[src/design/text_console_writer_unit_defines.svh]
// Assertion macros used by the console writer top level.
// Depends on nothing; included by the top level.
`ifndef TEXT_CONSOLE_WRITER_UNIT_DEFINES_SVH
`define TEXT_CONSOLE_WRITER_UNIT_DEFINES_SVH
// Implication checked on every rising clock edge outside reset.
`define TCW_ASSERT_IMP(lbl, ante, cons, msg) \
   lbl: assert property (@(posedge clock) disable iff (reset) (ante) |-> (cons)) \
      else $error(msg);
// Next-cycle implication checked outside reset.
`define TCW_ASSERT_NEXT(lbl, ante, cons, msg) \
   lbl: assert property (@(posedge clock) disable iff (reset) (ante) |=> (cons)) \
      else $error(msg);
`endif

[src/design/tcw_pkg.sv]
// Shared types and constants for the text console writer.
// Used by the front, back and top level modules; depends on nothing.
package tcw_pkg;
   localparam int Columns = 80;
   localparam int Rows = 25;
   localparam int Cells = Rows * Columns;
   localparam int AddrW = $clog2(Cells);
   localparam int ColW = 7;
   localparam int RowW = 5;

   localparam logic [7:0] CH_NEWLINE = 8'd10;
   localparam logic [7:0] CH_RETURN = 8'd13;
   localparam logic [7:0] CH_TAB = 8'd9;
   localparam logic [7:0] CH_BLANK = 8'h20;

   localparam logic [ColW-1:0] COL_MAX = ColW'(Columns);
   localparam logic [RowW-1:0] ROW_MAX = RowW'(Rows);

   typedef enum logic [1:0] {
      KIND_PUT = 2'd0,
      KIND_SET = 2'd1,
      KIND_CLEAR = 2'd2,
      KIND_READ = 2'd3
   } kind_type;

   // Classified operation handed from the front to the back.
   typedef enum logic [2:0] {
      OP_NEWLINE,
      OP_RETURN,
      OP_TAB,
      OP_CHAR,
      OP_SET,
      OP_CLEAR,
      OP_READ
   } op_type;

   typedef struct packed {
      op_type op;
      logic [7:0] char_code;
      logic [7:0] attribute;
      logic [ColW-1:0] col;
      logic [RowW-1:0] row;
      logic read_ok;
   } cmd_type;
endpackage

[src/design/tcw_front.sv]
// Front part: accepts items, classifies them and holds them in a short queue.
// Depends on tcw_pkg.
module tcw_front import tcw_pkg::*; (
   input logic clock,
   input logic reset,
   input logic start,
   output logic busy,
   input logic [1:0] req_kind,
   input logic [7:0] req_char_code,
   input logic [7:0] req_attribute,
   input logic [ColW-1:0] req_col_in,
   input logic [RowW-1:0] req_row_in,
   input logic pop,
   output logic cmd_valid,
   output cmd_type cmd
);
   // Two-entry queue; an item is accepted only while a slot is free.
   cmd_type q_ff [2];
   logic [1:0] cnt_ff, cnt_in;
   logic rd_ff, rd_in;
   logic push;
   cmd_type c;

   assign busy = (cnt_ff == 2'd2);
   assign push = start && !busy;
   assign cmd_valid = (cnt_ff != 2'd0);
   assign cmd = q_ff[rd_ff];

   // Classify the item.
   always_comb begin
      c.char_code = req_char_code;
      c.attribute = req_attribute;
      c.col = (req_col_in > COL_MAX) ? COL_MAX : req_col_in;
      c.row = (req_row_in > ROW_MAX) ? ROW_MAX : req_row_in;
      c.read_ok = (req_col_in < COL_MAX) && (req_row_in < ROW_MAX);
      unique case (kind_type'(req_kind))
         KIND_PUT: begin
            if (req_char_code == CH_NEWLINE) c.op = OP_NEWLINE;
            else if (req_char_code == CH_RETURN) c.op = OP_RETURN;
            else if (req_char_code == CH_TAB) c.op = OP_TAB;
            else c.op = OP_CHAR;
         end
         KIND_SET: c.op = OP_SET;
         KIND_CLEAR: c.op = OP_CLEAR;
         default: c.op = OP_READ;
      endcase
   end

   always_comb begin
      cnt_in = cnt_ff + {1'b0, push} - {1'b0, pop};
      rd_in = pop ? !rd_ff : rd_ff;
   end

   always_ff @(posedge clock) begin
      if (reset) begin
         cnt_ff <= '0;
         rd_ff <= 1'b0;
      end else begin
         cnt_ff <= cnt_in;
         rd_ff <= rd_in;
      end
      if (push) q_ff[rd_ff ^ cnt_ff[0]] <= c;
   end
endmodule

[config.mk]
export PLATFORM = sky130hd
export DESIGN_NAME = tcw_front
export DESIGN_NICKNAME = d
export VERILOG_FILES = /design/src/design/text_console_writer_unit_defines.svh /design/src/design/tcw_pkg.sv /design/src/design/tcw_front.sv
export SDC_FILE = /design/constraint.sdc
export NUM_CORES = 1
export LEC_CHECK = 0
export BUFFER_PORTS_ARGS = -buffer_cell sky130_fd_sc_hd__clkbuf_2
export CAP_MARGIN = 20
export CORE_ASPECT_RATIO = 1.2
export CORE_MARGIN = 2
export CORE_UTILIZATION = 49
export CTS_CLUSTER_DIAMETER = 80
export DETAILED_ROUTE_END_ITERATION = 7
export PLACE_DENSITY = 0.72
export SLEW_MARGIN = 30
export SYNTH_ARGS = -nofsm -noshare
export SYNTH_HDL_FRONTEND = slang
export SYNTH_SLANG_ARGS = --single-unit
[constraint.sdc]
create_clock -name clock -period 3.8 [get_ports clock]
set_clock_uncertainty 0.15 [all_clocks]
set_input_delay 0.19 -clock clock [delete_from_list [all_inputs] [get_ports clock]]
set_output_delay 0.19 -clock clock [all_outputs]
set_load 0.02 [all_outputs]
==> flow_summary.yaml <==
outcome:
  run_status: "finished clean"
detailed_routing:
  drtAntennaViolNets: 0
  drt_pre_antenna_iters: 4
  wire_per_inst_um: 13.6
  detailroute.via_count: 1586
  first_iter_violations: 96
  avgViaCountPerCell: 4.69
  finalWirelength_mm: 4.58
  remaining_drc_errors: 0
sta:
  final_hold_violating_endpoints: 0
  finalCritPeriodShare_pct: 51.8
  timing.max_slew.rel_slack_pct: 60.4
  tightestPinTransition_ns: 0.594
  max_freq_ghz: 0.508
  final.setup.worst_slack_ns: 1.83
  grt_setup_unrepaired: "no"
  setup_viol: 0
  totalNegativeSetupSlack_ns: 0
  slew_violations: 0
  whs_ns: 0.0183
  final.min_clock_period_ns: 1.97
logic_synthesis:
  syn_area_um2: 2860
  flip_flop_and_latch_count_after_synthesis: 68
  synth.avg_cell_area_um2: 18.2
  synth_cell_type_count: 26
  synth_top_area_share_pct: 67.1
  synth_sequential_area_ratio_pct: 69.9
  synth.top_cells.by_area: "edfxtp_1 (67%), mux2_4 (16%), dfxtp_1 (2.8%)"
  synthesis.yosys.warnings: 0
  post-synth-top-area-cell: "edfxtp_1"
  synthesized_instance_count: 157
  synth.net_count: 194
power_and_ir_drop:
  cellPowerDensity_nw_per_um2: 554
  vdd.ir_drop.worst_uv: 386
  total_leakage_power_nw: 1.51
global_route:
  pin_count_of_the_biggest_net_entering_global_routing: 33
  antenna_found_initial: 0
  grt_pass1_vias: 1548
  globalRouteTotalUtil_pct: 14.9
  grt_first_pass_wirelength_mm: 6.95
  grt.overflow.total: 0
floorplanning:
  placeableCoreArea_um2: 5670
  floorplan.initialDensity_pct: 50.5
  core.rowCount: 30
  die_height_um: 87.7
  die_area_um2: 6470
  floorplan.die.width_um: 73.8
  ioPinCount: 68
final_layout:
  layout.cell_area.non_filler_um2: 3720
  final_net_count: 290
  most_frequent_standard_cell_in_the_layout_excluding_fill_and_tap_cells: "clkbuf_2"
  mostFrequentLayoutCells: "clkbuf_2 (67), edfxtp_1 (64), mux2_4 (30)"
  count_of_filler_cells_inserted_in_the_layout: 402
  final_layout_size_suffix_gt1_share_pct: 45.0
  syn2layout_area_growth_pct: 30.0
  antennaDiodeCount: 0
  layoutNonFillerInstCount: 338
clock_network:
  clock_tree.buffer_depth: 2
  cts.reportedPaths.clkPinSlew_ns: 0.07
  postCtsResizedCells: 0
  clock_sink_count: 68
  ctsHtreeMaxLevel: 3
  clk-insertion-delay-late_ns: 0.32
  clk_root_buffer_cell: "clkbuf_8"
  cts_tree: "yes"
  number_of_clock_buffers_inserted_by_tritoncts: 9
place:
  gpl_congestion: 0.668
  numPortBuffers: 67
  placed_insts: 298
  detailed_place_hpwl_mm: 2.90
  detailedPlace.worstSlack_ns: 1.85
  postPlaceCellArea_um2: 3230
worst_setup_path:
  critPathRequiredTime_ns: 3.46
  worst-setup-path-type: "reg -> out"
  worst-path-max-fanout: 32
  endpoint_kind: "primary output"
  worst-endpoint-arrival_ns: 1.63
  crit_path_start_kind: "flip-flop"
  ff2ff_setup_slack_ns: 2.04
worst_hold_path:
  timing.hold.worst.class: "in -> reg"
run:
  drv_cap: 0
==> power by group <==
| group | switching (mW) | total [mW] | internal [mW] | leakage [nW] |
|---|---|---|---|---|
| clock | 0.245 | 0.676 | 0.431 | 0.115 |
| combinational | 0.213 | 0.404 | 0.191 | 0.768 |
| sequential | 0.0458 | 0.984 | 0.938 | 0.630 |
| total | 0.504 | 2.06 | 1.56 | 1.51 |
==> state kept, by name, indices dropped and copies added, names as in the netlist, named ones only <==
| register | count |
|---|---|
| q_ff | 64 |
| rd_ff | 1 |
| cnt_ff | 2 |
==> cell usage after synthesis <==
cell / number
o21ai_0: 2
nor2b_1: 5
o22ai_1: 1
o21a_1: 1
buf_12: 3
and2_1: 8
inv_1: 5
or2_1: 1
a21oi_1: 2
xnor2_1: 2
buf_6: 1
xor2_1: 1
edfxtp_1: 64
mux2_2: 2
nor4_1: 1
a31oi_1: 1
mux2_4: 30
dfxtp_1: 4
ha_1: 3
clkbuf_1: 3
mux2i_1: 1
nand2b_1: 4
nor3_1: 4
nand2_1: 3
o21bai_1: 1
nor2_1: 4
==> metrics by stage <==
step | utilization, % | total power, mW
finish | 65.7 | 2.06
global route | 65.7 | 2.15
CTS | 65.2 | 2.07
detailed placement | 57.1 | 1.38
global placement | 57.0 | 1.37
floorplan | - | 1.27
==> worst max-delay path, stage by stage (launching register included) <==
cell and delay [ns]:
dfxtp_4 0.74, mux2_2 0.40, clkbuf_2 0.16
==> per-layer routing <==
layer	track usage, %	share of wire (%)	vias up
li1	-	-	776
met1	16.3	40	763
met2	26.4	54	39
met3	4.14	4.6	8
met4	6.94	1.3	0
met5	0	0	-
==> worst paths after layout <==
kind / to / startpoint / cells after the start
hold / removal: q_ff[1][6] / req_col_in[0] / 2
setup / recovery: cmd[31] / flip-flop / 2
hold reg to reg: cnt_ff[1] / cnt_ff[1] / 2
setup reg to reg: cnt_ff[1] / cnt_ff[0] / 8
==> repair_timing <==
| item | in CTS | in global routing |
|---|---|---|
| hold endpoints to repair | 43 | 0 |
| setup endpoints to repair | 0 | 0 |
| buffers inserted | 0 | 0 |
| hold buffers | 23 | 0 |
==> logic make-up (layout without fill, tap and decap cells) <==
group	after synthesis	count (layout)	synth area share [%]
buf+inv	12	113	3.54
fa+ha+maj	3	3	1.31
xor+xnor	3	3	0.918
simple gates	30	30	5.77
compound gates	8	8	1.66
flops	68	68	69.9
mux	33	33	16.9
==> cell type report <==
| cell class | instances | area (um2) | area share (%) |
|---|---|---|---|
| clock buffer | 10 | 128 | 3.43 |
| clock inverter | 6 | 103 | 2.76 |
| inverter | 5 | 18.8 | 0.504 |
| multi-input combinational | 77 | 767 | 20.6 |
| sequential | 68 | 2010 | 53.9 |
| tap | 80 | 100 | 2.69 |
| timing repair buffer | 92 | 601 | 16.1 |
(Power assumes the default switching activity.)
